File: config.mk
export PLATFORM = sky130hd
export DESIGN_NAME = dfs_adjacency_matrix_flat
export DESIGN_NICKNAME = d
export VERILOG_FILES = /design/src/dfsam_pkg.sv /design/src/dfsam_if.sv /design/src/dfs_adjacency_matrix.sv /design/src/flat_wrapper.sv
export SDC_FILE = /design/constraint.sdc
export NUM_CORES = 1
export LEC_CHECK = 0
export BUFFER_PORTS_ARGS = -buffer_cell sky130_fd_sc_hd__buf_2
export CORE_ASPECT_RATIO = 0.5
export CORE_MARGIN = 2
export CORE_UTILIZATION = 43
export DETAILED_ROUTE_END_ITERATION = 10
export PLACE_DENSITY_LB_ADDON = 0.3
export SLEW_MARGIN = 20
export SYNTH_ARGS = -nofsm -noshare
export SYNTH_HDL_FRONTEND = slang
export SYNTH_SLANG_ARGS = --single-unit
File: constraint.sdc
create_clock -name clk_i -period 3.6 [get_ports clk_i]
set_input_delay 0.54 -clock clk_i [delete_from_list [all_inputs] [get_ports clk_i]]
set_output_delay 0.54 -clock clk_i [all_outputs]
set_load 0.01 [all_outputs]
File: src/dfsam_pkg.sv
`timescale 1ns / 1ps
`default_nettype none
package dfsam_pkg;

  // Graph size and field widths
  localparam int unsigned MaxVertices = 16;
  localparam int unsigned VtxW        = 4;
  localparam int unsigned CntW        = 5;
  localparam int unsigned RowW        = MaxVertices;

  typedef logic [VtxW-1:0] vtx_t;
  typedef logic [CntW-1:0] cnt_t;
  typedef logic [RowW-1:0] row_t;

  // Input word opcodes
  localparam logic OpWrite = 1'b0;
  localparam logic OpRun   = 1'b1;

  localparam cnt_t VcountReset = cnt_t'(MaxVertices);

endpackage
`default_nettype wire

File: src/dfsam_if.sv
`timescale 1ns / 1ps
`default_nettype none
// Input channel: command words
interface dfsam_in_if;
  import dfsam_pkg::*;
  logic valid;
  logic ready;
  logic opcode;
  vtx_t vertex;
  row_t row_bits;

  modport source (output valid, output opcode, output vertex, output row_bits, input ready);
  modport sink   (input valid, input opcode, input vertex, input row_bits, output ready);
endinterface

// Output channel: visited vertices in preorder
interface dfsam_out_if;
  import dfsam_pkg::*;
  logic valid;
  logic ready;
  vtx_t visited_vertex;
  logic last;

  modport source (output valid, output visited_vertex, output last, input ready);
  modport sink   (input valid, input visited_vertex, input last, output ready);
endinterface
`default_nettype wire

File: src/dfs_adjacency_matrix.sv
`timescale 1ns / 1ps
`default_nettype none
// Channel   Dir  Word
// --------  ---  ---------------------------------------------------
// in_if     in   opcode, vertex, row_bits (row write or walk start)
// out_if    out  visited_vertex, last (preorder, last on final vertex)
// cfg_*     in   vertex_count, 5 bits, written when cfg_we_i is high
//
// A walk passes through StArd and StSrch for each newly visited vertex
// and through StSrch, StSrd, StSload and StArd for each backtrack step,
// set by the registered reads of the adjacency memory and the stack memory.
// Reset clears the matrix at once through per-row valid bits.
// A full output register stalls the walk in its search state.
module dfs_adjacency_matrix (
  input  wire logic             clk_i,
  input  wire logic             rst_ni,
  input  wire logic             cfg_we_i,
  input  wire dfsam_pkg::cnt_t  cfg_wdata_i,
  dfsam_in_if.sink              in_if,
  dfsam_out_if.source           out_if
);
  import dfsam_pkg::*;

  localparam logic [2:0] StIdle  = 3'd0;
  localparam logic [2:0] StArd   = 3'd1;
  localparam logic [2:0] StSrch  = 3'd2;
  localparam logic [2:0] StSrd   = 3'd3;
  localparam logic [2:0] StSload = 3'd4;

  logic [2:0] state_q, state_d;
  cnt_t       vcount_q;
  vtx_t       cur_q, cur_d;
  vtx_t       pend_q, pend_d;
  row_t       visited_q, visited_d;
  cnt_t       depth_q, depth_d;
  row_t       adj_vld_q;
  row_t       adj_rd_q;
  logic       adj_rd_vld_q;
  vtx_t       stk_rd_q;
  logic       out_vld_q, out_vld_d;
  vtx_t       out_vtx_q;
  logic       out_last_q;

  row_t       adj_mem [MaxVertices];
  vtx_t       stk_mem [MaxVertices];

  cnt_t       n_eff;
  row_t       live_mask;
  logic       in_range;
  logic       accept;
  logic       adj_we;
  logic       stk_we;
  vtx_t       stk_waddr;
  vtx_t       stk_wdata;
  vtx_t       stk_raddr;
  row_t       row_live;
  row_t       cand;
  logic       found;
  vtx_t       next_vtx;
  logic       out_free;
  logic       emit;
  logic       emit_last;

  // Effective vertex count and live-row mask
  always_comb begin
    n_eff = (vcount_q > cnt_t'(MaxVertices)) ? cnt_t'(MaxVertices) : vcount_q;
    if (n_eff >= cnt_t'(RowW)) begin
      live_mask = '1;
    end else begin
      live_mask = row_t'((row_t'(1) << n_eff) - row_t'(1));
    end
  end

  assign in_range = ({1'b0, in_if.vertex} < n_eff);
  assign in_if.ready = (state_q == StIdle);
  assign accept = in_if.valid && in_if.ready;
  assign adj_we = accept && (in_if.opcode == OpWrite) && in_range;

  // Lowest unvisited neighbor of the current vertex
  assign row_live = (adj_rd_vld_q ? adj_rd_q : '0) & live_mask;
  assign cand = row_live & ~visited_q;
  assign found = |cand;
  always_comb begin
    next_vtx = '0;
    for (int i = MaxVertices - 1; i >= 0; i--) begin
      if (cand[i]) begin
        next_vtx = vtx_t'(i);
      end
    end
  end

  assign out_free = !out_vld_q || out_if.ready;
  assign stk_raddr = vtx_t'(depth_q - cnt_t'(1));

  // Walk sequencer
  always_comb begin
    state_d   = state_q;
    cur_d     = cur_q;
    pend_d    = pend_q;
    visited_d = visited_q;
    depth_d   = depth_q;
    stk_we    = 1'b0;
    stk_waddr = depth_q[VtxW-1:0];
    stk_wdata = next_vtx;
    emit      = 1'b0;
    emit_last = 1'b0;
    unique case (state_q)
      StIdle: begin
        if (accept && (in_if.opcode == OpRun)) begin
          visited_d = '0;
          depth_d   = '0;
          if (in_range) begin
            visited_d = row_t'(1) << in_if.vertex;
            pend_d    = in_if.vertex;
            cur_d     = in_if.vertex;
            depth_d   = cnt_t'(1);
            stk_we    = 1'b1;
            stk_waddr = '0;
            stk_wdata = in_if.vertex;
            state_d   = StArd;
          end
        end
      end
      StArd: begin
        state_d = StSrch;
      end
      StSrch: begin
        if (found) begin
          // descend: release the held vertex, push the new one
          if (out_free) begin
            emit      = 1'b1;
            pend_d    = next_vtx;
            visited_d = visited_q | (row_t'(1) << next_vtx);
            stk_we    = 1'b1;
            depth_d   = depth_q + cnt_t'(1);
            cur_d     = next_vtx;
            state_d   = StArd;
          end
        end else if (depth_q == cnt_t'(1)) begin
          // walk done: release the held vertex as the last one
          if (out_free) begin
            emit      = 1'b1;
            emit_last = 1'b1;
            depth_d   = '0;
            state_d   = StIdle;
          end
        end else begin
          depth_d = depth_q - cnt_t'(1);
          state_d = StSrd;
        end
      end
      StSrd: begin
        state_d = StSload;
      end
      StSload: begin
        cur_d   = stk_rd_q;
        state_d = StArd;
      end
      default: begin
        state_d = StIdle;
      end
    endcase
  end

  assign out_vld_d = emit ? 1'b1 : (out_if.ready ? 1'b0 : out_vld_q);

  // Control registers
  always_ff @(posedge clk_i or negedge rst_ni) begin
    if (!rst_ni) begin
      state_q   <= StIdle;
      vcount_q  <= VcountReset;
      visited_q <= '0;
      depth_q   <= '0;
      adj_vld_q <= '0;
      out_vld_q <= 1'b0;
    end else begin
      state_q   <= state_d;
      visited_q <= visited_d;
      depth_q   <= depth_d;
      out_vld_q <= out_vld_d;
      if (cfg_we_i) begin
        vcount_q <= cfg_wdata_i;
      end
      if (adj_we) begin
        adj_vld_q[in_if.vertex] <= 1'b1;
      end
    end
  end

  // Payload registers
  always_ff @(posedge clk_i) begin
    cur_q  <= cur_d;
    pend_q <= pend_d;
    if (emit) begin
      out_vtx_q  <= pend_q;
      out_last_q <= emit_last;
    end
  end

  // Adjacency memory: one write, one registered read
  always_ff @(posedge clk_i) begin
    if (adj_we) begin
      adj_mem[in_if.vertex] <= in_if.row_bits & live_mask;
    end
    adj_rd_q     <= adj_mem[cur_q];
    adj_rd_vld_q <= adj_vld_q[cur_q];
  end

  // Stack memory: one write, one registered read of the top
  always_ff @(posedge clk_i) begin
    if (stk_we) begin
      stk_mem[stk_waddr] <= stk_wdata;
    end
    stk_rd_q <= stk_mem[stk_raddr];
  end

  assign out_if.valid          = out_vld_q;
  assign out_if.visited_vertex = out_vtx_q;
  assign out_if.last           = out_last_q;

endmodule
`default_nettype wire

File: src/flat_wrapper.sv
// flat-port wrapper written by rule: the top's interface ports become plain ports
module dfs_adjacency_matrix_flat import dfsam_pkg::*;
  (clk_i, rst_ni, cfg_we_i, cfg_wdata_i, in_if_valid, in_if_opcode, in_if_vertex, in_if_row_bits, in_if_ready, out_if_valid, out_if_visited_vertex, out_if_last, out_if_ready);
  dfsam_in_if in_if_i ();
  dfsam_out_if out_if_i ();
  input  wire logic clk_i;
  input  wire logic rst_ni;
  input  wire logic cfg_we_i;
  input  wire dfsam_pkg::cnt_t cfg_wdata_i;
  input wire logic [$bits(in_if_i.valid)-1:0] in_if_valid;
  input wire logic [$bits(in_if_i.opcode)-1:0] in_if_opcode;
  input wire logic [$bits(in_if_i.vertex)-1:0] in_if_vertex;
  input wire logic [$bits(in_if_i.row_bits)-1:0] in_if_row_bits;
  output wire logic [$bits(in_if_i.ready)-1:0] in_if_ready;
  output wire logic [$bits(out_if_i.valid)-1:0] out_if_valid;
  output wire logic [$bits(out_if_i.visited_vertex)-1:0] out_if_visited_vertex;
  output wire logic [$bits(out_if_i.last)-1:0] out_if_last;
  input wire logic [$bits(out_if_i.ready)-1:0] out_if_ready;
  assign in_if_i.valid = in_if_valid;
  assign in_if_i.opcode = in_if_opcode;
  assign in_if_i.vertex = in_if_vertex;
  assign in_if_i.row_bits = in_if_row_bits;
  assign in_if_ready = in_if_i.ready;
  assign out_if_valid = out_if_i.valid;
  assign out_if_visited_vertex = out_if_i.visited_vertex;
  assign out_if_last = out_if_i.last;
  assign out_if_i.ready = out_if_ready;
  dfs_adjacency_matrix u_core (.clk_i(clk_i), .rst_ni(rst_ni), .cfg_we_i(cfg_we_i), .cfg_wdata_i(cfg_wdata_i), .in_if(in_if_i), .out_if(out_if_i));
endmodule
==> flow_metrics.env, run 1 <==
export IMPL_max_freq_mhz=289.6
export IMPL_placed_area_um2=17900
export IMPL_crit_path_end_kind="flip-flop"
export IMPL_min_delay_path_class="input pin to asynchronous set/reset pin"
export IMPL_synth_warning_count=0
export IMPL_layout_cells_most_common="sky130_fd_sc_hd__edfxtp_1"
export IMPL_io_pin_count=38
export IMPL_critical_path_required_ns=3.77
export IMPL_totalPowerFinal_uw=14430
export IMPL_grt_pass1_wl_mm=59.31
export IMPL_syn_avg_cell_area_um2=17.81
export IMPL_maxCapViolations=0
export IMPL_grt_max_degree=68
export IMPL_timing_final_hold_violations=0
export IMPL_seqCellArea_um2=11570
export IMPL_initial_drt_pass_iterations=7
export IMPL_power_switching_uw=4606
export IMPL_drt_total_wl_mm=39.02
export IMPL_status="completed"
export IMPL_power_internal_uw=9826
export IMPL_layoutNonFillerInstCount=1573
export IMPL_antenna_cells_inserted=0
export IMPL_ff_to_ff_setup_slack_ns=0.15
export IMPL_post_synth_inst_count=945
export IMPL_fin_ws_ns=0.1471
export IMPL_filler_cell_count=3146
export IMPL_path_max_fanout=9
export IMPL_max_clock_path_buffers=3
export IMPL_pwr_share_comb_pct=30.4
export IMPL_share_of_layout_cells_above_drive_strength_1_pct=28.95
export IMPL_power_density_nw_per_um2=756.4
export IMPL_place_gp_congestion=0.8795
export IMPL_clock_slew_seen_by_the_registers_of_the_worst_setup_and_hold_paths_ns=0.06
export IMPL_worst_r2r_cell_count=11
export IMPL_ys_ff_latch=400
export IMPL_synth_async_reset_ratio_pct=11.50
export IMPL_syn2layout_area_growth_pct=13.37
export IMPL_register_area_share_after_synthesis_pct=68.76
export IMPL_detail_route_vias_per_cell=5.843
export IMPL_power_frac_seq_pct=43.1
export IMPL_critical_path_startpoint_type="flip-flop"
export IMPL_cts_sinks=400
export IMPL_fin_area_um2=19080
export IMPL_route_detailed_wl_per_inst_um=24.80
export IMPL_dpl_worst_slack_ns=0.1375
export IMPL_coreArea_um2=38730
export IMPL_timing_final_crit_period_ns=3.453
export IMPL_worst_slew_margin_relative_to_its_limit_pct=31.77
export IMPL_cts_inserted_buffers=37
export IMPL_rows=51
export IMPL_ir_drop_mv=0.3442
export IMPL_power_leakage_uw=0.006367
export IMPL_grt_overflow_total=0
export IMPL_fin_worst_skew_ns=0.02121
export IMPL_number_of_remaining_drc_errors=0
export IMPL_die_area_um2=40830
export IMPL_clk_latency_ns=0.55
export IMPL_setup_viol_count_final=0
export IMPL_power_share_switching_pct=31.92
export IMPL_track_usage_pct=19.50
export IMPL_holdWs_ns=0.02447
export IMPL_post_synth_instance_area_um2=16830
export IMPL_initial_core_util_pct=43.45
export IMPL_port_buffer_count=37
export IMPL_timing_rr_start="u_core.vcount_q[1]"
export IMPL_worst_endpoint_arrival_ns=3.62
export IMPL_post_route_period_util_pct=95.91
export IMPL_netlist_cell_type_count=87
export IMPL_multi_input_gate_area_in_the_final_layout_um2=5000
export IMPL_tightestPinTransition_ns=1.021
export IMPL_grt_pass1_vias=9251
export IMPL_ys_flop_type="sky130_fd_sc_hd__edfxtp_1"
export IMPL_tritoncts_clock_tree="yes"
export IMPL_die_height_um=143.9
export IMPL_post_place_cells=1508
export IMPL_num_vias=9191
export IMPL_crit_reg2reg_capture="u_core.stk_mem[0][2]"
export IMPL_post_cts_buffers=0
export IMPL_path_class="flip-flop to flip-flop"
export IMPL_clock_root_buffer="sky130_fd_sc_hd__clkbuf_16"
export IMPL_die_width_um=283.8
export IMPL_power_frac_clock_pct=26.5
export IMPL_synthesis_nets=983
export IMPL_first_iter_violations=1130
export IMPL_hpwlAfterDp_mm=24.28
export IMPL_synth_edf_count=333
export IMPL_cts_max_level=2
export IMPL_nets=1055
export IMPL_layout_cells_most_common_list="333 x sky130_fd_sc_hd__edfxtp_1, 105 x sky130_fd_sc_hd__mux4_2, 54 x sky130_fd_sc_hd__buf_4"
export IMPL_ant_nets=0
export IMPL_unrepaired_setup_endpoints_after_global_routing="yes"
export IMPL_grt_antenna_before_repair=0
export IMPL_final_max_slew_viol_count=0
==> worst max path at each step <==
stage	startpoint	depth (start not counted)	to	slack, ns
after floorplan	u_core.vcount_q[3]	14	u_core.stk_mem[4][0]	0.02
after global placement	u_core.vcount_q[1]	10	u_core.stk_mem[0][3]	0.24
after detailed placement	u_core.vcount_q[1]	10	u_core.stk_mem[4][3]	0.14
after CTS	u_core.vcount_q[1]	10	u_core.stk_mem[4][2]	0.12
after global routing	u_core.vcount_q[1]	11	u_core.stk_mem[13][1]	-0.04
final	u_core.vcount_q[1]	11	u_core.stk_mem[0][2]	0.15
==> power by group through the flow <==
stage	registers [uW]	logic, uW	clock network (uW)
floorplan	6000	3280	0
global placement	6310	4290	0
detailed placement	6300	4390	0
CTS	6210	4400	3910
global route	6260	4750	4080
finish	6220	4390	3820
==> state kept, by name, summed over array words and instances, names as in the netlist <==
| signal | count |
|---|---|
| u_core.adj_mem | 256 |
| u_core.adj_rd_q | 16 |
| u_core.adj_rd_vld_q | 1 |
| u_core.adj_vld_q | 16 |
| u_core.cur_q | 4 |
| u_core.depth_q | 5 |
| u_core.out_if.last | 1 |
| u_core.out_if.valid | 1 |
| u_core.out_if.visited_vertex | 4 |
| u_core.pend_q | 4 |
| u_core.state_q | 3 |
| u_core.stk_mem | 64 |
| u_core.stk_rd_q | 4 |
| u_core.vcount_q | 5 |
| u_core.visited_q | 16 |
==> routing by layer <==
layer | part of all wire, % | vias up | track usage, % | routed length, um
met2 | 49 | 293 | 32.33 | 19090
met3 | 5.7 | 65 | 2.889 | 2236
met5 | 0 | - | 0 | 0
met4 | 2.0 | 0 | 4.288 | 798
li1 | - | 4000 | - | -
met1 | 43 | 4833 | 27.61 | 16890
==> through the flow <==
step	setup TNS, ns	util [%]
final	0	49.26
after global routing	-0.2527	49.26
after CTS	0	49.21
after detailed placement	0	46.20
after global placement	0	46.16
after floorplan	0	-
==> critical path: stages, from the launching register on <==
cell and delay (ns):
sky130_fd_sc_hd__dfrtp_1 0.45, sky130_fd_sc_hd__nor2_1 0.24, sky130_fd_sc_hd__nand2_1 0.12, sky130_fd_sc_hd__ha_1 0.24, sky130_fd_sc_hd__buf_4 0.17, sky130_fd_sc_hd__nor4_1 0.33, sky130_fd_sc_hd__o21ai_0 0.16, sky130_fd_sc_hd__o311a_1 0.19
sky130_fd_sc_hd__and4bb_1 0.34, sky130_fd_sc_hd__nand3_2 0.15, sky130_fd_sc_hd__nand2_2 0.15, sky130_fd_sc_hd__o41ai_2 0.53
==> synthesized netlist by cell type (11+ instances only) <==
cell,number,area [um^2]
sky130_fd_sc_hd__a21oi_1,16,80.08
sky130_fd_sc_hd__a32oi_1,16,140.1
sky130_fd_sc_hd__and2_1,11,68.82
sky130_fd_sc_hd__buf_2,15,75.07
sky130_fd_sc_hd__clkbuf_1,29,108.9
sky130_fd_sc_hd__dfrtp_1,45,1126
sky130_fd_sc_hd__dfxtp_1,21,420.4
sky130_fd_sc_hd__edfxtp_1,333,10000
sky130_fd_sc_hd__inv_1,11,41.29
sky130_fd_sc_hd__mux4_2,105,2365
sky130_fd_sc_hd__nand2_1,33,123.9
sky130_fd_sc_hd__nand2b_1,12,75.07
sky130_fd_sc_hd__nor2_1,48,180.2
sky130_fd_sc_hd__nor2b_1,12,75.07
sky130_fd_sc_hd__nor3_1,16,80.08
sky130_fd_sc_hd__o21ai_0,11,55.05
sky130_fd_sc_hd__o21bai_1,18,135.1
sky130_fd_sc_hd__o31ai_1,19,142.6
==> cell families (layout without fill, tap and decap cells) <==
kind of cell / count (synthesis) / after routing / synth area share, %
AND/OR/NAND/NOR: 192 / 192 / 6.587
flip-flops: 400 / 400 / 68.76
AO/OA/AOI/OAI: 155 / 155 / 7.234
multiplexers: 117 / 117 / 14.82
XOR/XNOR: 3 / 3 / 0.1562
buffers and inverters: 71 / 169 / 1.918
adder cells (fa/ha/maj): 7 / 7 / 0.5204
==> layout make-up <==
type                            count  area share (%)
Sequential cell                   400           60.65
Multi-Input combinational cell    474           26.20
Clock buffer                       48           5.233
Tap cell                          530           3.475
Timing Repair Buffer               93           3.357
Clock inverter                     17          0.8656
Inverter                           11          0.2164
==> timing repair <==
action	CTS	global route
endpoints found under the setup margin	0	20
hold buffers	0	0
resized for setup	0	4
Power figures use the tool's default switching activity.
==> run 2, diff against run 1 <==
==> constraint.sdc (replaced) <==
create_clock -name clk_i -period 4.1 [get_ports clk_i]
set_input_delay 0.615 -clock clk_i [delete_from_list [all_inputs] [get_ports clk_i]]
set_output_delay 0.615 -clock clk_i [all_outputs]
set_load 0.01 [all_outputs]
==> run 2 against run 1 <==
First-iteration DRC count down 22%. Combinational power down 13%. Largest cell class unchanged. Sequential share of layout area hardly changed. Via count is essentially flat. Clock power fell by 3%. Routed wire length up 0.25%. Largest power group unchanged. Clock skew decreased by 0.0022 ns.
==> flow_metrics.env, run 2 (synthesis gave the netlist of run 1 again) <==
export IMPL_status="completed"
export IMPL_drt_total_wl_mm=39.11
export IMPL_max_clock_path_buffers=3
export IMPL_die_width_um=283.8
export IMPL_layout_cells_most_common_list="333 x sky130_fd_sc_hd__edfxtp_1, 105 x sky130_fd_sc_hd__mux4_2, 45 x sky130_fd_sc_hd__dfrtp_1"
export IMPL_tightestPinTransition_ns=1.101
export IMPL_min_delay_path_class="input pin to asynchronous set/reset pin"
export IMPL_hpwlAfterDp_mm=24.15
export IMPL_final_setup_tns_ns=0
export IMPL_final_max_slew_viol_count=0
export IMPL_multi_input_gate_area_in_the_final_layout_um2=4984
export IMPL_initial_drt_pass_iterations=5
export IMPL_post_cts_buffers=0
export IMPL_die_area_um2=40830
export IMPL_clock_root_buffer="sky130_fd_sc_hd__clkbuf_16"
export IMPL_post_cts_hold_buffer_count=0
export IMPL_fin_area_um2=19100
export IMPL_track_usage_pct=19.22
export IMPL_grt_antenna_before_repair=1
export IMPL_critical_path_required_ns=4.27
export IMPL_grt_pass1_wl_mm=58.26
export IMPL_seqCellArea_um2=11570
export IMPL_largest_register="u_core.adj_mem"
export IMPL_die_height_um=143.9
export IMPL_power_density_nw_per_um2=677.0
export IMPL_post_route_period_util_pct=91.66
export IMPL_totalPowerFinal_uw=12930
export IMPL_cts_sinks=400
export IMPL_ant_nets=0
export IMPL_place_gp_congestion=0.9395
export IMPL_io_pin_count=38
export IMPL_timing_final_hold_violations=0
export IMPL_cts_max_level=2
export IMPL_nets=1037
export IMPL_port_buffer_count=37
export IMPL_fin_worst_skew_ns=0.01897
export IMPL_crit_path_end_kind="flip-flop"
export IMPL_path_max_fanout=12
export IMPL_ir_drop_mv=0.2994
export IMPL_reg_top3="u_core.adj_mem: 256 flops, u_core.stk_mem: 64 flops"
export IMPL_first_iter_violations=881
export IMPL_ff_to_ff_setup_slack_ns=0.34
export IMPL_clock_slew_seen_by_the_registers_of_the_worst_setup_and_hold_paths_ns=0.07
export IMPL_clk_latency_ns=0.55
export IMPL_initial_core_util_pct=43.45
export IMPL_unrepaired_setup_endpoints_after_global_routing="no"
export IMPL_grt_pass1_vias=9182
export IMPL_tritoncts_clock_tree="yes"
export IMPL_maxCapViolations=0
export IMPL_filler_cell_count=3173
export IMPL_path_class="flip-flop to flip-flop"
export IMPL_critical_path_startpoint_type="flip-flop"
export IMPL_setup_viol_count_final=0
export IMPL_worst_endpoint_arrival_ns=3.92
export IMPL_share_of_layout_cells_above_drive_strength_1_pct=28.28
export IMPL_coreArea_um2=38730
export IMPL_power_leakage_uw=0.006357
export IMPL_grt_overflow_total=0
export IMPL_placed_area_um2=17770
export IMPL_worst_slew_margin_relative_to_its_limit_pct=26.59
export IMPL_rows=51
export IMPL_grt_max_degree=69
export IMPL_route_detailed_wl_per_inst_um=25.07
export IMPL_max_freq_mhz=266.1
export IMPL_syn2layout_area_growth_pct=13.46
export IMPL_cts_inserted_buffers=38
export IMPL_timing_final_crit_period_ns=3.758
export IMPL_layout_cells_most_common="sky130_fd_sc_hd__edfxtp_1"
export IMPL_worst_r2r_cell_count=10
export IMPL_detail_route_vias_per_cell=5.895
export IMPL_largest_register_ffs=256
export IMPL_num_vias=9196
export IMPL_number_of_remaining_drc_errors=0
[run 2: cell count changes in the layout (fill, tap and decap cells not counted), moves of 2 or more]
cell	change
sky130_fd_sc_hd__buf_4	-20
sky130_fd_sc_hd__bufinv_16	+3
sky130_fd_sc_hd__clkbuf_8	+4
sky130_fd_sc_hd__clkinv_1	-3
sky130_fd_sc_hd__clkinv_2	+2
sky130_fd_sc_hd__clkinvlp_4	-2
sky130_fd_sc_hd__mux2_2	+2
[run 2: timing repair]
item                                    CTS  global route
resized for setup                         0             2
endpoints found under the setup margin    0            20
endpoints found under the hold margin     0             0
[run 2: stage by stage]
| step | setup slack, ns | std cells | util (%) | hold WS [ns] |
|---|---|---|---|---|
| after detailed placement | 0.3042 | 1489 | 45.88 | 0.4105 |
| after CTS | 0.2614 | 1559 | 49.27 | 0.2911 |
| after floorplan | 0.4476 | 945 | - | 0.3194 |
| after global routing | 0.03170 | 1559 | 49.29 | 0.1115 |
| final | 0.3418 | 1560 | 49.30 | 0.08849 |
| after global placement | 0.4791 | 1488 | 45.81 | 0.4106 |
[run 2: critical path, stage by stage (launching register included)]
cell and delay (ns):
sky130_fd_sc_hd__dfrtp_1 0.40, sky130_fd_sc_hd__nor3_4 0.30, sky130_fd_sc_hd__nand2_1 0.12, sky130_fd_sc_hd__ha_1 0.36, sky130_fd_sc_hd__or4b_4 0.61, sky130_fd_sc_hd__a21oi_4 0.21
sky130_fd_sc_hd__o311ai_4 0.13, sky130_fd_sc_hd__and3_1 0.32, sky130_fd_sc_hd__nand3_2 0.18, sky130_fd_sc_hd__nand2_2 0.15, sky130_fd_sc_hd__nor3_1 0.59
[run 2: path summary, 6_finish.rpt]
path                                          from                              end
worst min-delay path                        rst_ni                u_core.state_q[0]
worst max-delay path            u_core.vcount_q[2]             u_core.stk_mem[3][1]
worst min register to register    u_core.pend_q[2]  u_core.out_if.visited_vertex[2]
max in group asynchronous                   rst_ni                u_core.depth_q[2]
worst max register to register  u_core.vcount_q[2]             u_core.stk_mem[3][1]
min in group clk_i                  cfg_wdata_i[4]               u_core.vcount_q[4]
[run 2: cell type report]
cell class / count / share of cell area (%)
timing repair buffer: 74 / 2.739
tap: 530 / 3.473
multi-input combinational: 474 / 26.10
antenna: 1 / 0.01310
inverter: 11 / 0.2162
clock inverter: 17 / 1.212
clock buffer: 53 / 5.648
sequential: 400 / 60.60
[run 2: where the power goes]
group	leakage [uW]	internal (uW)	switching [uW]
registers	0.00380	5080	337
clock network	0.000641	2170	1520
logic	0.00191	1640	2190
total	0.00636	8880	4040
[run 2: per-layer routing]
metal | GRT usage (%) | part of all wire [%]
met2 | 31.75 | 48
met4 | 5.931 | 2.6
met1 | 26.44 | 44
met3 | 3.190 | 5.2
met5 | 0 | 0.020
